**src/hdl/wgm_pkg.sv**
```systemverilog
`timescale 1ns / 1ps
`default_nettype none
// Shared types and constants for the wildcard glob matcher.
// No dependencies; every other file of the block but wgm_ram uses it.
package wgm_pkg;

	localparam int CHAR_W = 21;

	localparam logic [CHAR_W-1:0] STAR_CODE  = CHAR_W'(42);
	localparam logic [CHAR_W-1:0] QMARK_CODE = CHAR_W'(63);

	typedef enum logic [1:0] {
		OP_APPEND = 2'd0,
		OP_CLEAR  = 2'd1,
		OP_CHAR   = 2'd2,
		OP_END    = 2'd3
	} op_t;

	typedef enum logic {
		ST_IDLE = 1'b0,
		ST_WALK = 1'b1
	} state_t;

	// Controller to datapath
	typedef struct packed {
		logic append;
		logic clear;
		logic start;
		logic step;
		logic finish;
	} cmd_t;

	// Datapath to controller
	typedef struct packed {
		logic len_zero;
		logic walk_last;
	} sts_t;

endpackage
`default_nettype wire

```
**src/hdl/wgm_if.sv**
```systemverilog
`timescale 1ns / 1ps
`default_nettype none
// Valid/ready channel interfaces for the glob matcher: item in, result out.
// Depends on wgm_pkg for the character width.
interface wgm_item_if;
	logic                       valid;
	logic                       ready;
	logic [1:0]                 operation;
	logic [wgm_pkg::CHAR_W-1:0] character;

	modport source (output valid, output operation, output character, input ready);
	modport sink (input valid, input operation, input character, output ready);
endinterface

interface wgm_result_if;
	logic valid;
	logic ready;
	logic matched;
	logic mask_overflow;

	modport source (output valid, output matched, output mask_overflow, input ready);
	modport sink (input valid, input matched, input mask_overflow, output ready);
endinterface
`default_nettype wire

```
**src/hdl/wildcard_glob_matcher.sv**
```systemverilog
`timescale 1ns / 1ps
`default_nettype none
// Top level of the wildcard glob matcher: controller plus datapath.
// Depends on wgm_pkg, wgm_if, wgm_ram, wgm_ctrl and wgm_dp.
//
// channel  direction  payload                        transfer when
// item     in         operation[1:0], character[20:0] item.valid && item.ready
// result   out        matched, mask_overflow         result.valid && result.ready
//
// Append, clear and end-of-string items need no walk. A string character with
// a non-empty mask starts a walk over the mask: the
// mask RAM has one read port and the walk visits one mask position a cycle.
// Reset clears length, flags and match vector at once; mask RAM is not cleared.
// A result held in the output register stalls only the next item, and only
// while result.ready stays low.
module wildcard_glob_matcher #(
	parameter int MAX_MASK = 64
) (
	input  wire logic    clk,
	input  wire logic    arst_n,
	wgm_item_if.sink     item,
	wgm_result_if.source result
);

	wgm_pkg::cmd_t cmd;
	wgm_pkg::sts_t sts;

	wgm_ctrl u_ctrl (
		.clk      (clk),
		.arst_n   (arst_n),
		.in_valid (item.valid),
		.in_op    (item.operation),
		.in_ready (item.ready),
		.out_valid(result.valid),
		.out_ready(result.ready),
		.sts      (sts),
		.cmd      (cmd)
	);

	wgm_dp #(
		.MAX_MASK(MAX_MASK)
	) u_dp (
		.clk          (clk),
		.arst_n       (arst_n),
		.cmd          (cmd),
		.character    (item.character),
		.sts          (sts),
		.matched      (result.matched),
		.mask_overflow(result.mask_overflow)
	);

endmodule
`default_nettype wire

```
**src/hdl/wgm_ram.sv**
```systemverilog
`timescale 1ns / 1ps
`default_nettype none
// Generic single-write, single-read RAM with registered read data.
// No dependencies.
module wgm_ram #(
	parameter int WIDTH = 21,
	parameter int DEPTH = 64
) (
	input  wire logic                                      clk,
	input  wire logic                                      we,
	input  wire logic [(DEPTH > 1 ? $clog2(DEPTH) : 1)-1:0] waddr,
	input  wire logic [WIDTH-1:0]                          wdata,
	input  wire logic [(DEPTH > 1 ? $clog2(DEPTH) : 1)-1:0] raddr,
	output logic      [WIDTH-1:0]                          rdata
);

	logic [WIDTH-1:0] mem_q [DEPTH];

	always_ff @(posedge clk) begin
		if (we) begin
			mem_q[waddr] <= wdata;
		end
		rdata <= mem_q[raddr];
	end

endmodule
`default_nettype wire

```
**src/hdl/wgm_ctrl.sv**
```systemverilog
`timescale 1ns / 1ps
`default_nettype none
// Controller of the glob matcher: handshakes, the walk state machine and the
// result valid flag. Depends on wgm_pkg.
module wgm_ctrl (
	input  wire logic          clk,
	input  wire logic          arst_n,
	input  wire logic          in_valid,
	input  wire logic [1:0]    in_op,
	output logic               in_ready,
	output logic               out_valid,
	input  wire logic          out_ready,
	input  wire wgm_pkg::sts_t sts,
	output wgm_pkg::cmd_t      cmd
);

	wgm_pkg::state_t state_q;
	wgm_pkg::state_t state_next;
	wgm_pkg::op_t    op;
	logic            accept;
	logic            out_valid_q;

	assign op = wgm_pkg::op_t'(in_op);

	always_ff @(posedge clk or negedge arst_n) begin
		if (!arst_n) begin
			state_q     <= wgm_pkg::ST_IDLE;
			out_valid_q <= 1'b0;
		end else begin
			state_q <= state_next;
			if (cmd.finish) begin
				out_valid_q <= 1'b1;
			end else if (out_ready) begin
				out_valid_q <= 1'b0;
			end
		end
	end

	always_comb begin
		state_next = state_q;
		in_ready   = 1'b0;
		cmd        = '0;
		case (state_q)
			wgm_pkg::ST_IDLE: begin
				// a waiting result may leave in the same cycle
				in_ready = !out_valid_q || out_ready;
			end
			wgm_pkg::ST_WALK: begin
				cmd.step = 1'b1;
				if (sts.walk_last) begin
					state_next = wgm_pkg::ST_IDLE;
				end
			end
			default: begin
				state_next = wgm_pkg::ST_IDLE;
			end
		endcase
		accept = in_valid && in_ready;
		if (accept) begin
			case (op)
				wgm_pkg::OP_APPEND: cmd.append = 1'b1;
				wgm_pkg::OP_CLEAR:  cmd.clear  = 1'b1;
				wgm_pkg::OP_CHAR: begin
					cmd.start = 1'b1;
					if (!sts.len_zero) begin
						state_next = wgm_pkg::ST_WALK;
					end
				end
				wgm_pkg::OP_END:    cmd.finish = 1'b1;
				default: ;
			endcase
		end
	end

	assign out_valid = out_valid_q;

	a_walk_blocks_input: assert property (@(posedge clk) disable iff (!arst_n)
		state_q == wgm_pkg::ST_WALK |-> !in_ready)
		else $error("item taken during a mask walk");

	a_finish_gives_result: assert property (@(posedge clk) disable iff (!arst_n)
		cmd.finish |=> out_valid_q)
		else $error("end of string without a result");

	a_walk_continues: assert property (@(posedge clk) disable iff (!arst_n)
		state_q == wgm_pkg::ST_WALK && !sts.walk_last |=> state_q == wgm_pkg::ST_WALK)
		else $error("walk left before the last mask position");

	a_empty_mask_no_walk: assert property (@(posedge clk) disable iff (!arst_n)
		cmd.start && sts.len_zero |=> state_q == wgm_pkg::ST_IDLE)
		else $error("walk started on an empty mask");

endmodule
`default_nettype wire

```
**src/hdl/wgm_dp.sv**
```systemverilog
`timescale 1ns / 1ps
`default_nettype none
// Datapath of the glob matcher: mask RAM, length, match vector and the
// per-position recurrence. Depends on wgm_pkg and wgm_ram.
module wgm_dp #(
	parameter int MAX_MASK = 64
) (
	input  wire logic                       clk,
	input  wire logic                       arst_n,
	input  wire wgm_pkg::cmd_t              cmd,
	input  wire logic [wgm_pkg::CHAR_W-1:0] character,
	output wgm_pkg::sts_t                   sts,
	output logic                            matched,
	output logic                            mask_overflow
);

	localparam int AW = (MAX_MASK > 1) ? $clog2(MAX_MASK) : 1;
	localparam int LW = $clog2(MAX_MASK + 1);

	logic [LW-1:0]              mask_length_q;
	logic [MAX_MASK-1:0]        bits_q;
	logic                       at_start_q;
	logic                       overflow_q;
	logic                       all_star_q;
	logic [AW-1:0]              idx_q;
	logic                       prev_left_q;
	logic                       new_left_q;
	logic                       run_q;
	logic [wgm_pkg::CHAR_W-1:0] char_q;
	logic                       matched_q;
	logic                       ovf_out_q;

	logic [wgm_pkg::CHAR_W-1:0] rdata;
	logic [AW-1:0]              raddr;
	logic [AW-1:0]              last_idx;
	logic                       full;
	logic                       run_here;
	logic                       prev_here;
	logic                       v;
	logic                       end_match;

	assign full     = mask_length_q == LW'(MAX_MASK);
	assign last_idx = AW'(mask_length_q - LW'(1));
	// fetch the next mask position in the cycle before its use
	assign raddr    = cmd.step ? AW'(idx_q + AW'(1)) : '0;

	wgm_ram #(
		.WIDTH(wgm_pkg::CHAR_W),
		.DEPTH(MAX_MASK)
	) u_mask_ram (
		.clk  (clk),
		.we   (cmd.append && !full),
		.waddr(mask_length_q[AW-1:0]),
		.wdata(character),
		.raddr(raddr),
		.rdata(rdata)
	);

	// At string start the old column is the run of leading stars.
	always_comb begin
		run_here  = run_q && (rdata == wgm_pkg::STAR_CODE);
		prev_here = at_start_q ? run_here : bits_q[idx_q];
		if (rdata == wgm_pkg::STAR_CODE) begin
			v = new_left_q || prev_here;
		end else if (rdata == wgm_pkg::QMARK_CODE) begin
			v = prev_left_q;
		end else begin
			v = prev_left_q && (rdata == char_q);
		end
		if (at_start_q) begin
			end_match = all_star_q;
		end else begin
			end_match = (mask_length_q != '0) && bits_q[last_idx];
		end
	end

	always_ff @(posedge clk or negedge arst_n) begin
		if (!arst_n) begin
			mask_length_q <= '0;
			bits_q        <= '0;
			at_start_q    <= 1'b1;
			overflow_q    <= 1'b0;
			all_star_q    <= 1'b1;
			idx_q         <= '0;
		end else begin
			if (cmd.append) begin
				if (full) begin
					overflow_q <= 1'b1;
				end else begin
					mask_length_q <= mask_length_q + LW'(1);
					all_star_q    <= all_star_q && (character == wgm_pkg::STAR_CODE);
				end
				bits_q     <= '0;
				at_start_q <= 1'b1;
			end
			if (cmd.clear) begin
				mask_length_q <= '0;
				overflow_q    <= 1'b0;
				all_star_q    <= 1'b1;
				bits_q        <= '0;
				at_start_q    <= 1'b1;
			end
			if (cmd.start) begin
				idx_q <= '0;
				if (mask_length_q == '0) begin
					at_start_q <= 1'b0;
				end
			end
			if (cmd.step) begin
				bits_q[idx_q] <= v;
				idx_q         <= idx_q + AW'(1);
				if (sts.walk_last) begin
					at_start_q <= 1'b0;
				end
			end
			if (cmd.finish) begin
				bits_q     <= '0;
				at_start_q <= 1'b1;
			end
		end
	end

	always_ff @(posedge clk) begin
		if (cmd.start) begin
			char_q      <= character;
			prev_left_q <= at_start_q;
			new_left_q  <= 1'b0;
			run_q       <= 1'b1;
		end
		if (cmd.step) begin
			new_left_q  <= v;
			prev_left_q <= prev_here;
			run_q       <= run_here;
		end
		if (cmd.finish) begin
			matched_q <= end_match;
			ovf_out_q <= overflow_q;
		end
	end

	assign sts.len_zero  = mask_length_q == '0;
	assign sts.walk_last = idx_q == last_idx;
	assign matched       = matched_q;
	assign mask_overflow = ovf_out_q;

endmodule
`default_nettype wire

```
**src/flat_wrapper.sv**
```systemverilog
// flat-port wrapper written by rule: the top's interface ports become plain ports
module wildcard_glob_matcher_flat 
#(
	parameter int MAX_MASK = 64
)
  (clk, arst_n, item_valid, item_operation, item_character, item_ready, result_valid, result_matched, result_mask_overflow, result_ready);
  wgm_item_if item_i ();
  wgm_result_if result_i ();
  input  wire logic clk;
  input  wire logic arst_n;
  input wire logic [$bits(item_i.valid)-1:0] item_valid;
  input wire logic [$bits(item_i.operation)-1:0] item_operation;
  input wire logic [$bits(item_i.character)-1:0] item_character;
  output wire logic [$bits(item_i.ready)-1:0] item_ready;
  output wire logic [$bits(result_i.valid)-1:0] result_valid;
  output wire logic [$bits(result_i.matched)-1:0] result_matched;
  output wire logic [$bits(result_i.mask_overflow)-1:0] result_mask_overflow;
  input wire logic [$bits(result_i.ready)-1:0] result_ready;
  assign item_i.valid = item_valid;
  assign item_i.operation = item_operation;
  assign item_i.character = item_character;
  assign item_ready = item_i.ready;
  assign result_valid = result_i.valid;
  assign result_matched = result_i.matched;
  assign result_mask_overflow = result_i.mask_overflow;
  assign result_i.ready = result_ready;
  wildcard_glob_matcher #(.MAX_MASK(MAX_MASK)) u_core (.clk(clk), .arst_n(arst_n), .item(item_i), .result(result_i));
endmodule
```
**config.mk**
```make
export PLATFORM = sky130hd
export DESIGN_NAME = wildcard_glob_matcher_flat
export DESIGN_NICKNAME = d
export VERILOG_FILES = /design/src/hdl/wgm_pkg.sv /design/src/hdl/wgm_if.sv /design/src/hdl/wildcard_glob_matcher.sv /design/src/hdl/wgm_ram.sv /design/src/hdl/wgm_ctrl.sv /design/src/hdl/wgm_dp.sv /design/src/flat_wrapper.sv
export SDC_FILE = /design/constraint.sdc
export NUM_CORES = 2
export LEC_CHECK = 0
export BUFFER_PORTS_ARGS = -buffer_cell sky130_fd_sc_hd__buf_4
export CORE_ASPECT_RATIO = 1.4
export CORE_UTILIZATION = 59
export DETAILED_ROUTE_END_ITERATION = 6
export PLACE_DENSITY = 0.75
export REMOVE_ABC_BUFFERS = 1
export SYNTH_ARGS = -nofsm -noshare
export SYNTH_HDL_FRONTEND = slang
export SYNTH_SLANG_ARGS = --single-unit
```
**constraint.sdc**
```tcl
create_clock -name clk -period 5.2 [get_ports clk]
set_clock_uncertainty 0.15 [all_clocks]
set_input_delay 0.26 -clock clk [delete_from_list [all_inputs] [get_ports clk]]
set_output_delay 0.26 -clock clk [all_outputs]
set_load 0.01 [all_outputs]
```
# == Yosys cells after proc, flatten, opt, wreduce, memory -nomap -nowiden ==
# Memory sizes are Yosys's and may differ from the RTL's. A register that Yosys moved wholly into a read port is not among the register bits.
# Index checks and enable logic that the tools add are counted.
# op_classes
add_sub_neg,3
order_cmp,3
eq_ne,10
mux,57
n_reduce_logical,20
# op_table
cell,count
$mux W64,4
$bwmux W64,1
$eq A21 B6 Y1 const B,3
$mux W1,42
$eq A21 B21 Y1,1
$mux W7,3
$mux W6,3
$lt A6 B7 Y1 const B,2
$bmux W1 S6,2
$reduce_bool A2 Y1,4
$add A7 B1 Y7 const B,1
$eq A7 B7 Y1 const B,1
$logic_and A1 B1 Y1,7
$logic_not A7 Y1,1
$reduce_bool A7 Y1,1
$add A6 B1 Y6 const B,1
$demux W1 S6,1
$eq A6 B6 Y1,1
$ge A6 B1 Y1 const B,1
$sub A6 B1 Y6 const B,1
$eq A2 B2 Y1 const B,2
$reduce_and A2 Y1,2
$mux W3,1
$eq A2 B1 Y1 const B,1
4 further kinds,6
# totals
register_bits,108
ramBits,1344
input_bits,27
output_inout_bits,4
elab_cells,108
memories,1
# mem_list
memory,words,word_bits,rd,rd_clocked_by_memory_dff,wr,line,source
u_core.u_dp.u_mask_ram.mem_q,64,21,1,1,1,wgm_ram.sv:17,logic [WIDTH-1:0] mem_q [DEPTH];

# == Depth between registers and ports, before layout ==
# logic_depth
depth_word,12
ltp_mapped,13
ltp_nobuf,9

# == Modules after synthesis ==
# Synthesis repeated with hierarchy kept, for this count alone.
# unflattened
cells_unflattened,2786
hier_area_um2,57900.5
# modules_own_cells
mod,instances,cells_per_inst,area_per_inst_um2,seq_area_each_um2
wgm_ram,1,2190,51717.1,40779.1
wgm_dp,1,581,6019.5,2785.2
wgm_ctrl,1,15,163.9,50.0

# == Worst setup path before layout ==
# OpenSTA, ideal clock, no wires.
# synth_path
path_kind,register to register
startpoint,reg u_core.u_dp.mask_length_q[0]
endpoint,mem u_core.u_dp.u_mask_ram.mem_q[62][0] (enable)
setup_time_ns,0.399
arrival_ns,3.389
required_ns,4.651
setup_slack_ns,1.263
stages_incl_launch_ff,12
path_buffers,3
cell_sequence,dfrtp_1 > clkbuf_1 > clkbuf_1 > inv_1 > ha_1 > inv_1 > nor4_1 > nor3b_1 > clkbuf_1 > and2_1 > nand3_1 > nor2_1
# synth_between
elab_chain_cells,5
# synth_lines
element,line,source
start: declaration,wgm_dp.sv:20,logic [LW-1:0] mask_length_q;
start signal: assignment,wgm_dp.sv:90,mask_length_q <= mask_length_q + LW'(1);
$eq A7 B7 Y1,wgm_dp.sv:42,assign full = mask_length_q == LW'(MAX_MASK);
$logic_not A1 Y1,wgm_dp.sv:52,".we (cmd.append && !full),"
$logic_and A1 B1 Y1,wgm_dp.sv:52,
$mux W1,wgm_ram.sv:20,if (we) begin
$mux W1 (not written as such),wgm_ram.sv:21,mem_q[waddr] <= wdata;
end: declaration,wgm_ram.sv:17,
# Several ways; a longest one is shown, not always the timed one.

# == Worst setup path in the final report ==
# layout_path
startpoint,reg u_core.u_dp.idx_q[0]
endpoint,"reg u_core.u_dp.u_mask_ram.rdata[9], read port of u_core.u_dp.u_mask_ram.mem_q"
# layout_between
elab_chain_cells,2
# layout_lines
element,line,source
start: declaration,wgm_dp.sv:25,logic [AW-1:0] idx_q;
start signal: assignment,wgm_dp.sv:111,idx_q <= idx_q + AW'(1);
$add A6 B1 Y6,wgm_dp.sv:45,assign raddr = cmd.step ? AW'(idx_q + AW'(1)) : '0;
$mux W6,wgm_dp.sv:45,
end: declaration,wgm_ram.sv:14,output logic [WIDTH-1:0] rdata
# No other way between the ends.
# A chain may end at the register's enable or synchronous reset.

==> results.yml <==
power_and_ir_drop:
  p_int_mw: 22.7
  clkPwrFrac_pct: 28.0
  p_comb_share_pct: 33.2
  p_switching_mw: 11.8
  leakagePower_nw: 20.4
  p_per_area_mw_per_mm2: 532
  sequentialPowerShare_pct: 38.8
  p_sw_share_pct: 34.2
  peakVddDrop_uv: 599
critical_path:
  cp.required_ns: 5.69
  cp_max_fo: 37
  path_class: "register to register"
  critPathCaptureType: "register"
  cp-start-kind: "register"
  worstPathArrival_ns: 4.80
synth:
  synth_simple_gate_area_share_pct: 4.19
  syn_area_mm2: 0.0580
  synthMuxAreaShare_pct: 10.9
  synth-compound-area-share_pct: 7.31
  synth-xor-area-share_pct: 0.589
  synth-edff-count: 1370
  syn_avg_cell_area_um2: 18.1
  synth_seq_cells: 1473
  synth_top_family_by_area: "multiplexers"
  synth_cell_types: 61
  yosysWarnings: 0
  synthCells: 3203
  synthAdderAreaFrac_pct: 0.0863
  async_flop_share_pct: 5.57
  synth_flop_cell: "edfxtp_1"
  ys_seq_area_share_pct: 75.2
floorplan:
  core_area_mm2: 0.0971
  die_h_um: 373
  die_w_um: 267
  start_util_pct: 59.7
  rows: 135
  io_pins: 31
  dieArea_mm2: 0.0996
layout:
  postLayoutCellArea_mm2: 0.0649
  drive_gt1_share_pct: 21.0
  final_common_cell: "edfxtp_1"
  fin_nets: 3351
  stdcell_count: 4726
  num_antenna_cells: 0
  fin_util_pct: 66.9
  layout_common_cells: "1370 x edfxtp_1, 268 x o21ai_0, 200 x mux4_2"
  area_growth_pct: 11.9
routing:
  ant_nets: 0
  via_per_inst: 6.89
  wl_per_cell_um: 31.7
  wl_mm: 150
  drt_iter0_markers: 4423
  dr.pass1.iters: 6
  via_count: 32600
  drc: 0
placed_design:
  io_buffers: 30
  hpwl_mm: 83.8
  dp.cells: 4455
  post_dp_cell_area_mm2: 0.0604
  place_congestion: 0.890
clocking:
  cts.sinks: 1473
  clk_pin_slew_ns: 0.06
  clk-insertion-delay-late_ns: 0.76
  ctsRootBufferMaster: "clkbuf_16"
  cts_tree: "done"
  cts_buffers: 135
  ctsResizeCount: 0
  clockBufferDepth: 3
  cts.htree.levels: 4
sta:
  slew_headroom_pct: 24.2
  timing.hold.ws_ns: 0.0949
  fmax_ghz: 0.232
  min_period_ns: 4.31
  rsz0062_at_grt: "false"
  finalHoldViolCount: 0
  finalCritPeriodShare_pct: 82.9
  worst_pin_slew_ns: 1.13
  drv_slew: 0
  setup_viol: 0
grt:
  grt_max_degree: 185
  grt-ovfl-total: 0
  grt_usage_pct: 30.6
  grt_pass1_wl_mm: 218
  grt_pass1_vias: 32600
  antenna_found_initial: 3
hold_path:
  min_path_type: "input port to asynchronous set/reset pin"
status:
  status: "completed"
flow_run:
  drv_cap: 0
## synth_stat cells (all sizes together) (3+ instances only)
cell type / number / area share, %
a211oi: 8 / 0.10
a21o: 3 / 0.039
a21oi: 13 / 0.12
a221o: 18 / 0.31
a22o: 18 / 0.27
a22oi: 85 / 1.1
and2: 5 / 0.054
and3: 9 / 0.097
and3b: 3 / 0.045
and4: 3 / 0.045
and4b: 3 / 0.052
buf: 99 / 0.86
clkbuf: 118 / 0.78
dfrtp: 80 / 3.5
dfxtp: 21 / 0.72
edfxtp: 1370 / 71
ha: 4 / 0.086
inv: 10 / 0.065
mux2: 81 / 1.6
mux2i: 75 / 1.3
mux4: 207 / 8.1
nand2: 113 / 0.73
nand2b: 7 / 0.075
nand3: 91 / 0.78
nand3b: 76 / 0.98
nand4: 8 / 0.086
nor2: 94 / 0.61
nor2b: 3 / 0.032
nor3: 20 / 0.18
nor3b: 6 / 0.078
nor4: 10 / 0.11
nor4b: 5 / 0.075
nor4bb: 3 / 0.052
o2111ai: 3 / 0.045
o211ai: 9 / 0.12
o21a: 3 / 0.039
o21ai: 286 / 2.5
o221ai: 154 / 2.3
o22ai: 22 / 0.24
xnor2: 11 / 0.17
xor2: 28 / 0.42
## stage by stage
step | total power, mW | setup TNS, ns | worst slack (ns)
global placement | 24.7 | 0 | 1.10
finish | 34.5 | 0 | 0.888
detailed placement | 24.9 | 0 | 0.974
global route | 35.5 | 0 | 0.827
floorplan | 19.7 | -743.30 | -24.49
CTS | 34.5 | 0 | 0.952
## registers in the layout, indices dropped and copies added, names as in the netlist
name,flops
u_core.u_dp.overflow_q,1
u_core.u_dp.run_q,1
u_core.u_dp.new_left_q,1
u_core.u_dp.u_mask_ram.rdata,21
u_core.u_dp.bits_q,64
u_core.u_dp.all_star_q,1
u_core.u_dp.mask_length_q,7
u_core.u_ctrl.state_q,1
u_core.u_dp.matched,1
u_core.u_dp.u_mask_ram.mem_q,1344
u_core.u_dp.at_start_q,1
u_core.u_dp.idx_q,6
u_core.u_dp.prev_left_q,1
u_core.u_dp.mask_overflow,1
u_core.u_ctrl.out_valid,1
u_core.u_dp.char_q,21
## layer usage
layer	wire length, um	global-route usage, %	up-vias
met2	74200	49.5	2088
met1	53000	39.5	16700
met5	18	0	-
li1	-	-	13400
met4	8330	16.2	2
met3	14100	6.00	403
## power groups by stage
stage | clock network (mW) | registers, mW | logic (mW)
after floorplan | 0 | 13.8 | 5.88
after global placement | 0 | 13.6 | 11.1
after detailed placement | 0 | 13.6 | 11.3
after CTS | 9.76 | 13.4 | 11.4
after global routing | 10.2 | 13.4 | 12.0
final | 9.66 | 13.4 | 11.5
## layout make-up
class	count	area, um^2
Timing Repair Buffer	197	1760
Multi-Input combinational cell	1503	13600
Fill cell	6192	32200
Inverter	10	37.5
Sequential cell	1473	43600
Clock buffer	170	3630
Clock inverter	72	624
Tap cell	1301	1630
## final timing paths
path,from,end,slack (ns),depth (start not counted)
worst max-delay path,u_core.u_dp.idx_q[0],u_core.u_dp.u_mask_ram.rdata[9],0.89,12
worst min-delay path,arst_n,u_core.u_dp.bits_q[18],0.09,2
worst max register to register,u_core.u_dp.idx_q[0],u_core.u_dp.u_mask_ram.rdata[9],0.89,12
worst min register to register,u_core.u_dp.bits_q[1],u_core.u_dp.bits_q[1],0.36,2
max in group asynchronous,arst_n,u_core.u_dp.idx_q[0],4.01,2
min in group clk,item_character[12],u_core.u_dp.u_mask_ram.mem_q[60][12],0.13,2
## cells by family (layout without fill, tap and decap cells)
logic type	count (synthesis)	after routing
buffers and inverters	227	449
and+or+nand+nor	467	467
adders and majority gates	4	4
muxes	363	363
AOI/OAI and AO/OA	630	630
xor gates and xnor gates	39	39
DFF	1473	1473
## worst max-delay path, cell delays in order (launching register included)
cell      delay (ns)
dfrtp_4         0.62
ha_1            0.29
xor2_1          0.16
buf_4           0.20
and2_4          0.37
buf_12          0.23
buf_12          0.24
buf_4           0.38
mux2_2          0.38
o221ai_1        0.22
o221ai_1        0.26
a22o_1          0.32
a221o_1         0.27
## timing repair
item / 4_1_cts / 5_1_grt
hold buffers: 29 / 0
setup buffers: 0 / 0
hold endpoints to repair: 1077 / 0
Power figures use the tool's default switching activity.
